[config.mk]
export PLATFORM = sky130hd
export DESIGN_NAME = ata_pio_command_sequencer_core
export DESIGN_NICKNAME = d
export VERILOG_FILES = /design/src/rtl/atapio_pkg.sv /design/src/rtl/atapio_in_reg.sv /design/src/rtl/atapio_seq.sv /design/src/rtl/atapio_res_buf.sv /design/src/rtl/ata_pio_command_sequencer_core.sv
export SDC_FILE = /design/constraint.sdc
export NUM_CORES = 1
export LEC_CHECK = 0
export BUFFER_PORTS_ARGS = -buffer_cell sky130_fd_sc_hd__buf_2
export CAP_MARGIN = 0
export CORE_UTILIZATION = 45
export DETAILED_ROUTE_END_ITERATION = 7
export SLEW_MARGIN = 10
export SYNTH_ARGS = -nofsm -noshare
export SYNTH_HDL_FRONTEND = slang
export SYNTH_SLANG_ARGS = --single-unit
[constraint.sdc]
create_clock -name clk -period 9.75 [get_ports clk]
set_input_delay 1.95 -clock clk [delete_from_list [all_inputs] [get_ports clk]]
set_output_delay 1.95 -clock clk [all_outputs]
set_load 0.01 [all_outputs]
[src/rtl/atapio_pkg.sv]
`timescale 1ns / 1ps

package atapio_pkg;

    localparam int WORDS_PER_SECTOR = 256;
    localparam int WORD_W = (WORDS_PER_SECTOR > 1) ? $clog2(WORDS_PER_SECTOR) : 1;
    localparam int MAX_RESULTS = 8;
    localparam int RES_CNT_W = $clog2(MAX_RESULTS + 1);
    localparam int RES_IDX_W = $clog2(MAX_RESULTS);

    localparam logic [15:0] TIMEOUT_RESET = 16'd300;
    localparam logic [7:0]  HOLD_RESET    = 8'd10;

    localparam logic [9:0] PRIMARY_BASE   = 10'h1F0;
    localparam logic [9:0] SECONDARY_BASE = 10'h170;
    localparam logic [9:0] CTRL_OFFSET    = 10'h206;
    localparam logic [9:0] REG_COUNT      = 10'd2;
    localparam logic [9:0] REG_LBA_LO     = 10'd3;
    localparam logic [9:0] REG_LBA_MID    = 10'd4;
    localparam logic [9:0] REG_LBA_HI     = 10'd5;
    localparam logic [9:0] REG_DEVICE     = 10'd6;
    localparam logic [9:0] REG_CMD_STAT   = 10'd7;

    localparam logic [7:0] ST_BSY = 8'h80;
    localparam logic [7:0] ST_RDY = 8'h40;
    localparam logic [7:0] ST_DRQ = 8'h08;
    localparam logic [7:0] ST_ERR = 8'h01;

    localparam logic [7:0] DEV_BASE  = 8'hE0;
    localparam logic [7:0] DEV_SLAVE = 8'h10;

    localparam logic [7:0] CMD_READ  = 8'h20;
    localparam logic [7:0] CMD_WRITE = 8'h30;
    localparam logic [7:0] CTRL_SRST = 8'h04;

    localparam logic [1:0] CFG_TIMEOUT = 2'd0;
    localparam logic [1:0] CFG_HOLD    = 2'd1;

    typedef enum logic [2:0] {
        OP_REQUEST = 3'd0,
        OP_STATUS  = 3'd1,
        OP_RD_WORD = 3'd2,
        OP_WR_WORD = 3'd3,
        OP_TICK    = 3'd4
    } op_t;

    typedef enum logic [2:0] {
        KIND_BUS_WR  = 3'd0,
        KIND_STAT_RD = 3'd1,
        KIND_DATA_RD = 3'd2,
        KIND_TO_HOST = 3'd3,
        KIND_DONE    = 3'd4
    } kind_t;

    typedef enum logic [3:0] {
        PH_IDLE        = 4'd0,
        PH_BSY0_POLL   = 4'd1,
        PH_BSY0_SLEEP  = 4'd2,
        PH_RDY_POLL    = 4'd3,
        PH_RDY_SLEEP   = 4'd4,
        PH_DRQ_POLL    = 4'd5,
        PH_DRQ_SLEEP   = 4'd6,
        PH_END_POLL    = 4'd7,
        PH_END_SLEEP   = 4'd8,
        PH_RD_DATA     = 4'd9,
        PH_WR_DATA     = 4'd10,
        PH_RST_ASSERT  = 4'd11,
        PH_RST_RELEASE = 4'd12
    } phase_t;

    typedef struct packed {
        logic [2:0]  op;
        logic        is_write;
        logic [1:0]  drive;
        logic [27:0] lba;
        logic [7:0]  sector_count;
        logic [7:0]  status;
        logic [15:0] data;
    } item_t;

    typedef struct packed {
        kind_t       kind;
        logic [9:0]  port;
        logic [15:0] value;
        logic        success;
        logic [7:0]  sectors_done;
    } res_t;

    typedef res_t [MAX_RESULTS-1:0] res_list_t;

    function automatic res_t mk_res(kind_t k, logic [9:0] p, logic [15:0] v,
                                    logic ok, logic [7:0] secs);
        res_t r;
        r.kind = k;
        r.port = p;
        r.value = v;
        r.success = ok;
        r.sectors_done = secs;
        return r;
    endfunction

    function automatic logic [9:0] base_of(logic [1:0] drv);
        return drv[1] ? SECONDARY_BASE : PRIMARY_BASE;
    endfunction

    function automatic logic [7:0] sel_byte(logic [1:0] drv, logic [27:0] addr);
        return DEV_BASE | (drv[0] ? DEV_SLAVE : 8'h00) | {4'h0, addr[27:24]};
    endfunction

endpackage

[src/rtl/atapio_in_reg.sv]
`timescale 1ns / 1ps

module atapio_in_reg
    import atapio_pkg::*;
(
    input  logic        clk,
    input  logic        rst_n,
    input  logic        in_valid,
    output logic        in_ready,
    input  logic [2:0]  op,
    input  logic        is_write,
    input  logic [1:0]  drive,
    input  logic [27:0] lba,
    input  logic [7:0]  sector_count,
    input  logic [7:0]  status,
    input  logic [15:0] data,
    input  logic        take,
    output logic        held_valid,
    output item_t       held_item
);

    logic  valid_reg;
    logic  valid_next;
    item_t item_reg;

    assign in_ready   = !valid_reg || take;
    assign held_valid = valid_reg;
    assign held_item  = item_reg;

    always_comb
    begin
        valid_next = valid_reg;
        if (in_valid && in_ready)
        begin
            valid_next = 1'b1;
        end
        else if (take)
        begin
            valid_next = 1'b0;
        end
    end

    always_ff @(posedge clk or negedge rst_n)
    begin
        if (!rst_n)
        begin
            valid_reg <= 1'b0;
        end
        else
        begin
            valid_reg <= valid_next;
        end
    end

    always_ff @(posedge clk)
    begin
        if (in_valid && in_ready)
        begin
            item_reg <= '{op: op, is_write: is_write, drive: drive, lba: lba,
                          sector_count: sector_count, status: status, data: data};
        end
    end

endmodule

[src/rtl/atapio_seq.sv]
`timescale 1ns / 1ps

module atapio_seq
    import atapio_pkg::*;
(
    input  logic                 clk,
    input  logic                 rst_n,
    input  logic                 cfg_write,
    input  logic [1:0]           cfg_index,
    input  logic [15:0]          cfg_data,
    input  logic                 take,
    input  item_t                itm,
    output res_list_t            res_list,
    output logic [RES_CNT_W-1:0] res_n
);

    phase_t            phase_reg, phase_next;
    logic [1:0]        drive_reg, drive_next;
    logic [27:0]       lba_reg, lba_next;
    logic [7:0]        count_reg, count_next;
    logic              dir_reg, dir_next;
    logic [15:0]       timer_reg, timer_next;
    logic [WORD_W-1:0] word_reg, word_next;
    logic [7:0]        sector_reg, sector_next;
    logic [15:0]       timeout_reg, timeout_next;
    logic [7:0]        hold_reg, hold_next;

    always_comb
    begin
        logic [9:0]           b;
        logic [7:0]           mask;
        logic [7:0]           want;
        logic                 polling;
        logic [15:0]          t_inc;
        logic [7:0]           sec_inc;
        logic [RES_CNT_W-1:0] n;
        res_list_t            lst;

        phase_next   = phase_reg;
        drive_next   = drive_reg;
        lba_next     = lba_reg;
        count_next   = count_reg;
        dir_next     = dir_reg;
        timer_next   = timer_reg;
        word_next    = word_reg;
        sector_next  = sector_reg;
        timeout_next = timeout_reg;
        hold_next    = hold_reg;
        n            = '0;
        lst          = '0;

        b       = base_of(drive_reg);
        t_inc   = (timer_reg == 16'hFFFF) ? timer_reg : timer_reg + 16'd1;
        sec_inc = sector_reg + 8'd1;

        polling = 1'b1;
        mask    = 8'h00;
        want    = 8'h00;
        case (phase_reg)
            PH_BSY0_POLL: mask = ST_BSY;
            PH_RDY_POLL:
            begin
                mask = ST_BSY | ST_RDY;
                want = ST_RDY;
            end
            PH_DRQ_POLL:
            begin
                mask = ST_DRQ;
                want = ST_DRQ;
            end
            PH_END_POLL: mask = ST_BSY;
            default: polling = 1'b0;
        endcase

        if (cfg_write)
        begin
            case (cfg_index)
                CFG_TIMEOUT: timeout_next = cfg_data;
                CFG_HOLD:    hold_next = cfg_data[7:0];
                default:     ;
            endcase
        end

        if (take)
        begin
            case (itm.op)
                OP_REQUEST:
                begin
                    if (phase_reg == PH_IDLE)
                    begin
                        dir_next    = itm.is_write;
                        drive_next  = itm.drive;
                        lba_next    = itm.lba;
                        count_next  = itm.sector_count;
                        word_next   = '0;
                        sector_next = '0;
                        timer_next  = '0;
                        phase_next  = PH_BSY0_POLL;
                        lst[n[RES_IDX_W-1:0]] = mk_res(KIND_STAT_RD,
                            base_of(itm.drive) + REG_CMD_STAT, 16'h0, 1'b0, 8'h0);
                        n = n + 1'b1;
                    end
                end
                OP_STATUS:
                begin
                    if (polling)
                    begin
                        if ((itm.status & mask) == want)
                        begin
                            case (phase_reg)
                                PH_BSY0_POLL:
                                begin
                                    lst[n[RES_IDX_W-1:0]] = mk_res(KIND_BUS_WR, b + REG_DEVICE,
                                        {8'h0, sel_byte(drive_reg, lba_reg)}, 1'b0, 8'h0);
                                    n = n + 1'b1;
                                    timer_next = '0;
                                    phase_next = PH_RDY_POLL;
                                    lst[n[RES_IDX_W-1:0]] = mk_res(KIND_STAT_RD,
                                        b + REG_CMD_STAT, 16'h0, 1'b0, 8'h0);
                                    n = n + 1'b1;
                                end
                                PH_RDY_POLL:
                                begin
                                    // device control and task file, then the command byte and a status read
                                    lst[0] = mk_res(KIND_BUS_WR, b + CTRL_OFFSET, 16'h0,
                                        1'b0, 8'h0);
                                    lst[1] = mk_res(KIND_BUS_WR, b + REG_COUNT,
                                        {8'h0, count_reg}, 1'b0, 8'h0);
                                    lst[2] = mk_res(KIND_BUS_WR, b + REG_LBA_LO,
                                        {8'h0, lba_reg[7:0]}, 1'b0, 8'h0);
                                    lst[3] = mk_res(KIND_BUS_WR, b + REG_LBA_MID,
                                        {8'h0, lba_reg[15:8]}, 1'b0, 8'h0);
                                    lst[4] = mk_res(KIND_BUS_WR, b + REG_LBA_HI,
                                        {8'h0, lba_reg[23:16]}, 1'b0, 8'h0);
                                    lst[5] = mk_res(KIND_BUS_WR, b + REG_DEVICE,
                                        {8'h0, sel_byte(drive_reg, lba_reg)}, 1'b0, 8'h0);
                                    lst[6] = mk_res(KIND_BUS_WR, b + REG_CMD_STAT,
                                        {8'h0, dir_reg ? CMD_WRITE : CMD_READ}, 1'b0, 8'h0);
                                    lst[7] = mk_res(KIND_STAT_RD, b + REG_CMD_STAT, 16'h0,
                                        1'b0, 8'h0);
                                    n = RES_CNT_W'(MAX_RESULTS);
                                    sector_next = '0;
                                    word_next   = '0;
                                    timer_next  = '0;
                                    phase_next  = (count_reg == 8'h0) ? PH_END_POLL : PH_DRQ_POLL;
                                end
                                PH_DRQ_POLL:
                                begin
                                    word_next = '0;
                                    if (dir_reg)
                                    begin
                                        phase_next = PH_WR_DATA;
                                    end
                                    else
                                    begin
                                        phase_next = PH_RD_DATA;
                                        lst[n[RES_IDX_W-1:0]] = mk_res(KIND_DATA_RD, b, 16'h0,
                                            1'b0, 8'h0);
                                        n = n + 1'b1;
                                    end
                                end
                                default:
                                begin
                                    lst[n[RES_IDX_W-1:0]] = mk_res(KIND_DONE, 10'h0, 16'h0,
                                        1'b1, count_reg);
                                    n = n + 1'b1;
                                    phase_next = PH_IDLE;
                                end
                            endcase
                        end
                        else if ((itm.status & ST_ERR) != 8'h0 || timer_reg >= timeout_reg)
                        begin
                            // soft reset pulse; a zero hold finishes it at once
                            lst[n[RES_IDX_W-1:0]] = mk_res(KIND_BUS_WR, b + CTRL_OFFSET,
                                {8'h0, CTRL_SRST}, 1'b0, 8'h0);
                            n = n + 1'b1;
                            timer_next = '0;
                            if (hold_reg == 8'h0)
                            begin
                                lst[n[RES_IDX_W-1:0]] = mk_res(KIND_BUS_WR, b + CTRL_OFFSET,
                                    16'h0, 1'b0, 8'h0);
                                n = n + 1'b1;
                                lst[n[RES_IDX_W-1:0]] = mk_res(KIND_DONE, 10'h0, 16'h0,
                                    1'b0, 8'h0);
                                n = n + 1'b1;
                                phase_next = PH_IDLE;
                            end
                            else
                            begin
                                phase_next = PH_RST_ASSERT;
                            end
                        end
                        else
                        begin
                            phase_next = phase_t'(phase_reg + 4'd1);
                        end
                    end
                end
                OP_RD_WORD, OP_WR_WORD:
                begin
                    if ((itm.op == OP_RD_WORD && phase_reg == PH_RD_DATA) ||
                        (itm.op == OP_WR_WORD && phase_reg == PH_WR_DATA))
                    begin
                        lst[n[RES_IDX_W-1:0]] = mk_res(
                            (itm.op == OP_RD_WORD) ? KIND_TO_HOST : KIND_BUS_WR,
                            b, itm.data, 1'b0, 8'h0);
                        n = n + 1'b1;
                        if (word_reg != WORD_W'(WORDS_PER_SECTOR - 1))
                        begin
                            word_next = word_reg + 1'b1;
                            if (!dir_reg)
                            begin
                                lst[n[RES_IDX_W-1:0]] = mk_res(KIND_DATA_RD, b, 16'h0,
                                    1'b0, 8'h0);
                                n = n + 1'b1;
                            end
                        end
                        else
                        begin
                            word_next   = '0;
                            sector_next = sec_inc;
                            timer_next  = '0;
                            phase_next  = (sec_inc >= count_reg) ? PH_END_POLL : PH_DRQ_POLL;
                            lst[n[RES_IDX_W-1:0]] = mk_res(KIND_STAT_RD, b + REG_CMD_STAT,
                                16'h0, 1'b0, 8'h0);
                            n = n + 1'b1;
                        end
                    end
                end
                OP_TICK:
                begin
                    case (phase_reg)
                        PH_BSY0_SLEEP, PH_RDY_SLEEP, PH_DRQ_SLEEP, PH_END_SLEEP:
                        begin
                            timer_next = t_inc;
                            phase_next = phase_t'(phase_reg - 4'd1);
                            lst[n[RES_IDX_W-1:0]] = mk_res(KIND_STAT_RD, b + REG_CMD_STAT,
                                16'h0, 1'b0, 8'h0);
                            n = n + 1'b1;
                        end
                        PH_RST_ASSERT:
                        begin
                            timer_next = t_inc;
                            if (t_inc >= {8'h0, hold_reg})
                            begin
                                lst[n[RES_IDX_W-1:0]] = mk_res(KIND_BUS_WR, b + CTRL_OFFSET,
                                    16'h0, 1'b0, 8'h0);
                                n = n + 1'b1;
                                timer_next = '0;
                                if (hold_reg == 8'h0)
                                begin
                                    lst[n[RES_IDX_W-1:0]] = mk_res(KIND_DONE, 10'h0, 16'h0,
                                        1'b0, 8'h0);
                                    n = n + 1'b1;
                                    phase_next = PH_IDLE;
                                end
                                else
                                begin
                                    phase_next = PH_RST_RELEASE;
                                end
                            end
                        end
                        PH_RST_RELEASE:
                        begin
                            timer_next = t_inc;
                            if (t_inc >= {8'h0, hold_reg})
                            begin
                                lst[n[RES_IDX_W-1:0]] = mk_res(KIND_DONE, 10'h0, 16'h0,
                                    1'b0, 8'h0);
                                n = n + 1'b1;
                                phase_next = PH_IDLE;
                            end
                        end
                        default: ;
                    endcase
                end
                default: ;
            endcase
        end

        res_list = lst;
        res_n    = n;
    end

    always_ff @(posedge clk or negedge rst_n)
    begin
        if (!rst_n)
        begin
            phase_reg   <= PH_IDLE;
            drive_reg   <= '0;
            lba_reg     <= '0;
            count_reg   <= '0;
            dir_reg     <= 1'b0;
            timer_reg   <= '0;
            word_reg    <= '0;
            sector_reg  <= '0;
            timeout_reg <= TIMEOUT_RESET;
            hold_reg    <= HOLD_RESET;
        end
        else
        begin
            phase_reg   <= phase_next;
            drive_reg   <= drive_next;
            lba_reg     <= lba_next;
            count_reg   <= count_next;
            dir_reg     <= dir_next;
            timer_reg   <= timer_next;
            word_reg    <= word_next;
            sector_reg  <= sector_next;
            timeout_reg <= timeout_next;
            hold_reg    <= hold_next;
        end
    end

endmodule

[src/rtl/atapio_res_buf.sv]
`timescale 1ns / 1ps

module atapio_res_buf
    import atapio_pkg::*;
(
    input  logic                 clk,
    input  logic                 rst_n,
    input  logic                 load,
    input  res_list_t            load_list,
    input  logic [RES_CNT_W-1:0] load_n,
    output logic                 free,
    output logic                 out_valid,
    input  logic                 out_ready,
    output res_t                 head,
    output logic                 head_last
);

    res_list_t            entries_reg, entries_next;
    logic [RES_CNT_W-1:0] cnt_reg, cnt_next;
    logic                 drain;

    assign drain     = out_valid && out_ready;
    assign out_valid = (cnt_reg != '0);
    assign free      = (cnt_reg == '0) || (cnt_reg == RES_CNT_W'(1) && out_ready);
    assign head      = entries_reg[0];
    assign head_last = (cnt_reg == RES_CNT_W'(1));

    always_comb
    begin
        entries_next = entries_reg;
        cnt_next     = cnt_reg;
        if (load)
        begin
            entries_next = load_list;
            cnt_next     = load_n;
        end
        else if (drain)
        begin
            // shift towards the head
            for (int i = 0; i < MAX_RESULTS - 1; i++)
            begin
                entries_next[i] = entries_reg[i+1];
            end
            cnt_next = cnt_reg - 1'b1;
        end
    end

    always_ff @(posedge clk or negedge rst_n)
    begin
        if (!rst_n)
        begin
            cnt_reg <= '0;
        end
        else
        begin
            cnt_reg <= cnt_next;
        end
    end

    always_ff @(posedge clk)
    begin
        entries_reg <= entries_next;
    end

endmodule

[src/rtl/ata_pio_command_sequencer_core.sv]
`timescale 1ns / 1ps
// channel  | handshake            | payload
// in       | in_valid / in_ready  | op is_write drive lba sector_count status data
// out      | out_valid / out_ready| kind port value success sectors_done last
// cfg      | cfg_valid / cfg_ready| cfg_index cfg_data
//
// one item a cycle while the buffer is free: the input register holds an item, then the
// sequencer step runs and its results (up to eight) load the output buffer in one go
// while out_ready is high the buffer hands out one result per cycle, so an item that makes
// one result or none flows every cycle; one with more holds the next until its last drains
// reset clears the phase, the request state and the buffer, and loads the register defaults
// a stalled output holds the buffer; the input register still takes one more item

module ata_pio_command_sequencer_core
    import atapio_pkg::*;
(
    input  logic        clk,
    input  logic        rst_n,
    input  logic        in_valid,
    output logic        in_ready,
    input  logic [2:0]  op,
    input  logic        is_write,
    input  logic [1:0]  drive,
    input  logic [27:0] lba,
    input  logic [7:0]  sector_count,
    input  logic [7:0]  status,
    input  logic [15:0] data,
    output logic        out_valid,
    input  logic        out_ready,
    output logic [2:0]  kind,
    output logic [9:0]  port,
    output logic [15:0] value,
    output logic        success,
    output logic [7:0]  sectors_done,
    output logic        last,
    input  logic        cfg_valid,
    output logic        cfg_ready,
    input  logic [1:0]  cfg_index,
    input  logic [15:0] cfg_data
);

    logic                 held_valid;
    item_t                held_item;
    logic                 take;
    logic                 buf_free;
    res_list_t            res_list;
    logic [RES_CNT_W-1:0] res_n;
    res_t                 head;

    assign cfg_ready = 1'b1;
    assign take      = held_valid && buf_free;

    atapio_in_reg u_in_reg (
        .clk          (clk),
        .rst_n        (rst_n),
        .in_valid     (in_valid),
        .in_ready     (in_ready),
        .op           (op),
        .is_write     (is_write),
        .drive        (drive),
        .lba          (lba),
        .sector_count (sector_count),
        .status       (status),
        .data         (data),
        .take         (take),
        .held_valid   (held_valid),
        .held_item    (held_item)
    );

    atapio_seq u_seq (
        .clk       (clk),
        .rst_n     (rst_n),
        .cfg_write (cfg_valid && cfg_ready),
        .cfg_index (cfg_index),
        .cfg_data  (cfg_data),
        .take      (take),
        .itm       (held_item),
        .res_list  (res_list),
        .res_n     (res_n)
    );

    atapio_res_buf u_res_buf (
        .clk       (clk),
        .rst_n     (rst_n),
        .load      (take),
        .load_list (res_list),
        .load_n    (res_n),
        .free      (buf_free),
        .out_valid (out_valid),
        .out_ready (out_ready),
        .head      (head),
        .head_last (last)
    );

    assign kind         = head.kind;
    assign port         = head.port;
    assign value        = head.value;
    assign success      = head.success;
    assign sectors_done = head.sectors_done;

    // a transaction that is not the last of its item leaves more behind
    a_more_follow: assert property (@(posedge clk) disable iff (!rst_n)
        (out_valid && out_ready && !last) |=> out_valid)
        else $error("results of one item broken up");

    // after the last result, output only if a new item stepped in that cycle
    a_no_invent: assert property (@(posedge clk) disable iff (!rst_n)
        (out_valid && out_ready && last) |=> (!out_valid || $past(take)))
        else $error("result appeared with no item behind it");

    a_res_bound: assert property (@(posedge clk) disable iff (!rst_n)
        take |-> (res_n <= RES_CNT_W'(MAX_RESULTS)))
        else $error("step produced too many results");

    a_hold_in: assert property (@(posedge clk) disable iff (!rst_n)
        (held_valid && !buf_free) |-> !in_ready)
        else $error("input taken while held item is blocked");

endmodule
# Word-level counts from Yosys, hierarchy flattened

Index checks and enable logic that the tools add are counted.

Flip-flop bits (word level): 472
Output and inout port bits: 42
Word-level logic and storage cells: 239

Reductions and logical operators: 38
Bitwise gates (word level): 2
Eq/ne operators: 34
Magnitude comparators: 3
$add $sub $neg: 14
Mux-type cells: 89

Operators with widths:

| kind                  | count |
|---|---|
| $mux 266              | 3 |
| $pmux 38 s3           | 3 |
| $mux 114              | 2 |
| $mux 76               | 3 |
| $mux 226              | 1 |
| $mux 190              | 1 |
| $mux 152              | 1 |
| $pmux 38 s4           | 1 |
| $mux 16               | 9 |
| $mux 38               | 3 |
| $mux 8                | 13 |
| $mux 37               | 2 |
| $pmux 36 s2           | 1 |
| $pmux 8 s3            | 3 |
| $mux 4                | 17 |
| $pmux 16 s4           | 1 |
| $add 10x3->10 const B | 5 |
| $pmux 4 s3            | 4 |
| $mux 36               | 1 |
| $pmux 16 s2           | 1 |
| $pmux 4 s4            | 2 |
| $add 10x2->10 const B | 2 |
| $eq 4x4->1 const B    | 5 |
| $reduce_and 9->1      | 2 |
| 48 further kinds      | 94 |

# Depth between registers and ports, before layout

Word-level depth: 9
Depth in mapped cells: 16

# Modules after synthesis

A second synthesis with hierarchy kept.

Cell total of the unflattened synthesis: 1,760
Area, all modules: 23,456.2 um^2

Modules (own cells, without submodules):

| module                         | area an instance (um^2) | cells an instance | times used |
|---|---|---|---|
| atapio_res_buf                 | 12,856.1                | 672               | 1 |
| atapio_seq                     | 8,546.9                 | 1,015             | 1 |
| atapio_in_reg                  | 2,035.7                 | 70                | 1 |
| ata_pio_command_sequencer_core | 17.5                    | 3                 | 1 |

# Worst setup path before layout

No wires, ideal clock.

Path kind: input-to-output
From: input out_ready
To: output in_ready
Stages on the path: 3
Buffers on the path: 0
Arrival: 2.251 ns
Path slack: 5.549 ns
Data required time: 7.800 ns
Cell sequence: a21o_1 nand2_1 nand2_1

Cells in the longest elaborated chain, start to end: 4

Ends and longest elaborated chain:

| element           | line                                 | text |
|---|---|---|
| start, declared   | ata_pio_command_sequencer_core.sv:29 | `input logic out_ready,` |
| $logic_and 1x1->1 | atapio_res_buf.sv:24                 | `assign free = (cnt_reg == '0) \|\| (cnt_reg == RES_CNT_W'(1) && out_ready);` |
| $logic_or 1x1->1  | atapio_res_buf.sv:24                 |  |
| $logic_and 1x1->1 | ata_pio_command_sequencer_core.sv:51 | `assign take = held_valid && buf_free;` |
| $logic_or 1x1->1  | atapio_in_reg.sv:26                  | `assign in_ready = !valid_reg \|\| take;` |
| end, declared     | ata_pio_command_sequencer_core.sv:20 | `output logic in_ready,` |

Every way passes these cells.

# Worst setup path in the final report

From: register u_seq.timer_reg[1]
To: register u_seq.timer_reg[0]

Cells in the longest elaborated chain, start to end: 6
Elaborated cells on any way between the ends: 11
Those cells by class: add/sub: 1; order compare: 2; eq/ne: 2; mux: 4; reduce/logical: 2

Ends and longest elaborated chain:

| element                                              | line              | text |
|---|---|---|
| start, declared                                      | atapio_seq.sv:22  | `logic [15:0] timer_reg, timer_next;` |
| start signal, assigned                               | atapio_seq.sv:307 | `timer_reg <= timer_next;` |
| $add 16x1->16 / $eq 16x16->1 (equally long branches) | atapio_seq.sv:53  | `t_inc = (timer_reg == 16'hFFFF) ? timer_reg : timer_reg + 16'd1;` |
| $mux 16                                              | atapio_seq.sv:53  |  |
| $ge 16x8->1                                          | atapio_seq.sv:244 | `if (t_inc >= {8'h0, hold_reg})` |
| $mux 16                                              | atapio_seq.sv:244 |  |
| $pmux 16 s2                                          | atapio_seq.sv:232 | `case (phase_reg)` |
| $pmux 16 s4                                          | atapio_seq.sv:86  | `case (itm.op)` |

Parallel ways exist; a longest one is shown, timed or not.
A chain may end at the register's enable or synchronous reset.

==> results.sh <==
export IMPL_r2r_end="u_seq.timer_reg[0]$_DFFE_PN0P_"
export IMPL_rows=61
export IMPL_rsz0062_at_grt="no"
export IMPL_synth_edf_count=172
export IMPL_end_kind="flip-flop"
export IMPL_cts_resized=0
export IMPL_syn_inst=1122
export IMPL_clockBufferDepth=3
export IMPL_powerDensity_mw_per_mm2=268
export IMPL_ant_nets=0
export IMPL_relSlewSlack=0.285
export IMPL_critical_path_class="flip-flop to flip-flop"
export IMPL_grt_pass1_wl_um=45100
export IMPL_maxCapViolations=0
export IMPL_die_w_um=172
export IMPL_ys_types=73
export IMPL_hpwl_um=19000
export IMPL_worstRegToRegCells=14
export IMPL_vias_per_cell=5.39
export IMPL_final_common_cell="edfxtp_1"
export IMPL_min_to="u_seq.lba_reg[22]$_DFFE_PN0P_"
export IMPL_r2r_start="u_seq.timer_reg[1]$_DFFE_PN0P_"
export IMPL_synthFlopType="edfxtp_1"
export IMPL_multiInputGateArea_mm2=0.00463
export IMPL_outcome="completed"
export IMPL_grt_pass1_vias=8315
export IMPL_setup_slack_ns=5.06
export IMPL_finalWeightedCongestion=0.877
export IMPL_via_count=8629
export IMPL_fmax_mhz=213
export IMPL_netlist_area_mm2=0.0130
export IMPL_antenna_found_initial=0
export IMPL_skew_ns=0.0114
export IMPL_rrSetupSlack_ns=5.06
export IMPL_hold_violations=0
export IMPL_die_h_um=172
export IMPL_cts_hold_buf=0
export IMPL_wire_per_inst_um=17.5
export IMPL_grt_overflow=0
export IMPL_leakage_nw=6.16
export IMPL_synth_seq_area_share=0.596
export IMPL_numCtsBuffers=29
export IMPL_largest_reg_flops=76
export IMPL_setup_viol=0
export IMPL_worst_setup_path_start_kind="flip-flop"
export IMPL_io_pins=131
export IMPL_area_growth_pct=12.3
export IMPL_min_path_type="flip-flop to flip-flop"
export IMPL_mostFrequentLayoutCells="edfxtp_1 (172), nand2_1 (146), buf_2 (123)"
export IMPL_synth_nets=1253
export IMPL_drive_gt1_frac=0.210
export IMPL_ys_warn_count=0
export IMPL_cts_setup_buffers=0
export IMPL_totalWireLength_um=28000
export IMPL_htreeDepth=1
export IMPL_clock_sinks=276
export IMPL_syn_avg_cell_area_um2=11.6
export IMPL_drt_pass1_iter_count=5
export IMPL_nets=1331
export IMPL_fin_tns_setup_ns=0
export IMPL_coreArea_mm2=0.0282
export IMPL_path_clk_slew_ns=0.06
export IMPL_report_final_slew_viol_count=0
export IMPL_pre_cts_ws_ns=4.84
export IMPL_min_from="u_in_reg.held_item[54]$_DFFE_PP_"
export IMPL_root_buffer="clkbuf_16"
export IMPL_insertedDiodeCount=0
export IMPL_grt_max_degree=86
export IMPL_clk_latency_ns=0.56
export IMPL_drt_first_iter_violations=493
export IMPL_hold_depth=1
export IMPL_peakVddDrop_v=0.000311
export IMPL_start_util=0.463
export IMPL_grt_total_usage=0.196
export IMPL_tritoncts="yes"
export IMPL_worst_pin_slew_ns=1.07
export IMPL_worstPathRequired_ns=10.23
export IMPL_die_area_mm2=0.0297
export IMPL_fin_crit_sh=0.481
export IMPL_async_flop_share=0.377
export IMPL_ys_ff_latch=276
export IMPL_finalCriticalPeriod_ns=4.69
export IMPL_fillers=2492
export IMPL_critPathArrivalTime_ns=5.17
export IMPL_portBuffers=124
export IMPL_worstPathMaxFanout=19
export IMPL_ff_latch_area_mm2=0.00777
export IMPL_drc=0
logic make-up after synthesis:
family                   Yosys count  synth area share
other                              2          0.000576
buffers and inverters            128            0.0502
flip-flops                       276             0.596
AND/OR/NAND/NOR                  359             0.137
adder cells (fa/ha/maj)           42            0.0403
AO/OA/AOI/OAI                    243             0.118
multiplexers                      56            0.0480
XOR/XNOR                          16            0.0107
per-stage QoR:
step	total power [mW]	util	area, µm²	cells	hold slack, ns
floorplan	2.60	-	13000	1122	0.455
detailed placement	2.89	0.487	13700	1547	0.466
global placement	2.86	0.487	13700	1547	0.460
finish	3.93	0.520	14600	1601	0.474
CTS	3.97	0.520	14600	1601	0.478
global route	4.17	0.520	14600	1601	0.489
Yosys cell counts (29+ instances only):
cell type / n / area, µm²
edfxtp_1: 172 / 5160
clkbuf_1: 33 / 124
nand3_1: 34 / 170
nor2_1: 44 / 165
nand2_1: 146 / 548
ha_1: 42 / 526
a21oi_1: 45 / 225
buf_4: 38 / 285
and3_1: 29 / 181
inv_1: 42 / 158
mux2_2: 52 / 586
dfrtp_1: 98 / 2450
o21ai_0: 91 / 455
power by group:
part / switching (mW) / internal [mW]
clock: 0.450 / 0.622
sequential: 0.180 / 1.69
combinational: 0.616 / 0.373
total: 1.25 / 2.68
area by class of cell:
type | instances | area share
Clock inverter | 15 | 0.00931
Sequential cell | 276 | 0.531
Timing Repair Buffer | 132 | 0.0466
Inverter | 43 | 0.0110
Multi-Input combinational cell | 718 | 0.316
Clock buffer | 39 | 0.0542
Tap cell | 378 | 0.0323
how the worst max path moves through the flow:
stage	startpoint	end	slack, ns	cells after the start
floorplan	out_ready	in_ready	5.55	3
global placement	out_ready	u_seq.phase_reg[1]$_DFFE_PN0P_	4.83	9
global route	u_seq.timer_reg[1]$_DFFE_PN0P_	u_seq.timer_reg[15]$_DFFE_PN0P_	4.60	14
finish	u_seq.timer_reg[1]$_DFFE_PN0P_	u_seq.timer_reg[0]$_DFFE_PN0P_	5.06	14
detailed placement	out_ready	u_seq.phase_reg[1]$_DFFE_PN0P_	4.84	9
CTS	u_seq.timer_reg[1]$_DFFE_PN0P_	u_seq.timer_reg[0]$_DFFE_PN0P_	5.06	14
per-layer routing:
layer / GRT usage / part of all wire / up-vias
li1: - / - / 4210
met3: 0.0277 / 0.045 / 31
met1: 0.283 / 0.49 / 4165
met5: 0 / 0 / -
met2: 0.311 / 0.45 / 223
met4: 0.0473 / 0.019 / 0
worst max-delay path: stages, from the launching register on:
cell,delay [ns]
dfrtp_1,0.43
ha_1,0.22
nand2_1,0.19
nor4_2,0.59
nand2_1,0.40
and4_1,0.34
xor2_1,0.16
ha_1,0.20
or4_1,0.39
a21oi_1,0.13
o31a_1,0.19
and4_2,0.31
a41o_1,0.66
a31oi_1,0.21
o21ai_1,0.16
Power figures use the tool's default switching activity.
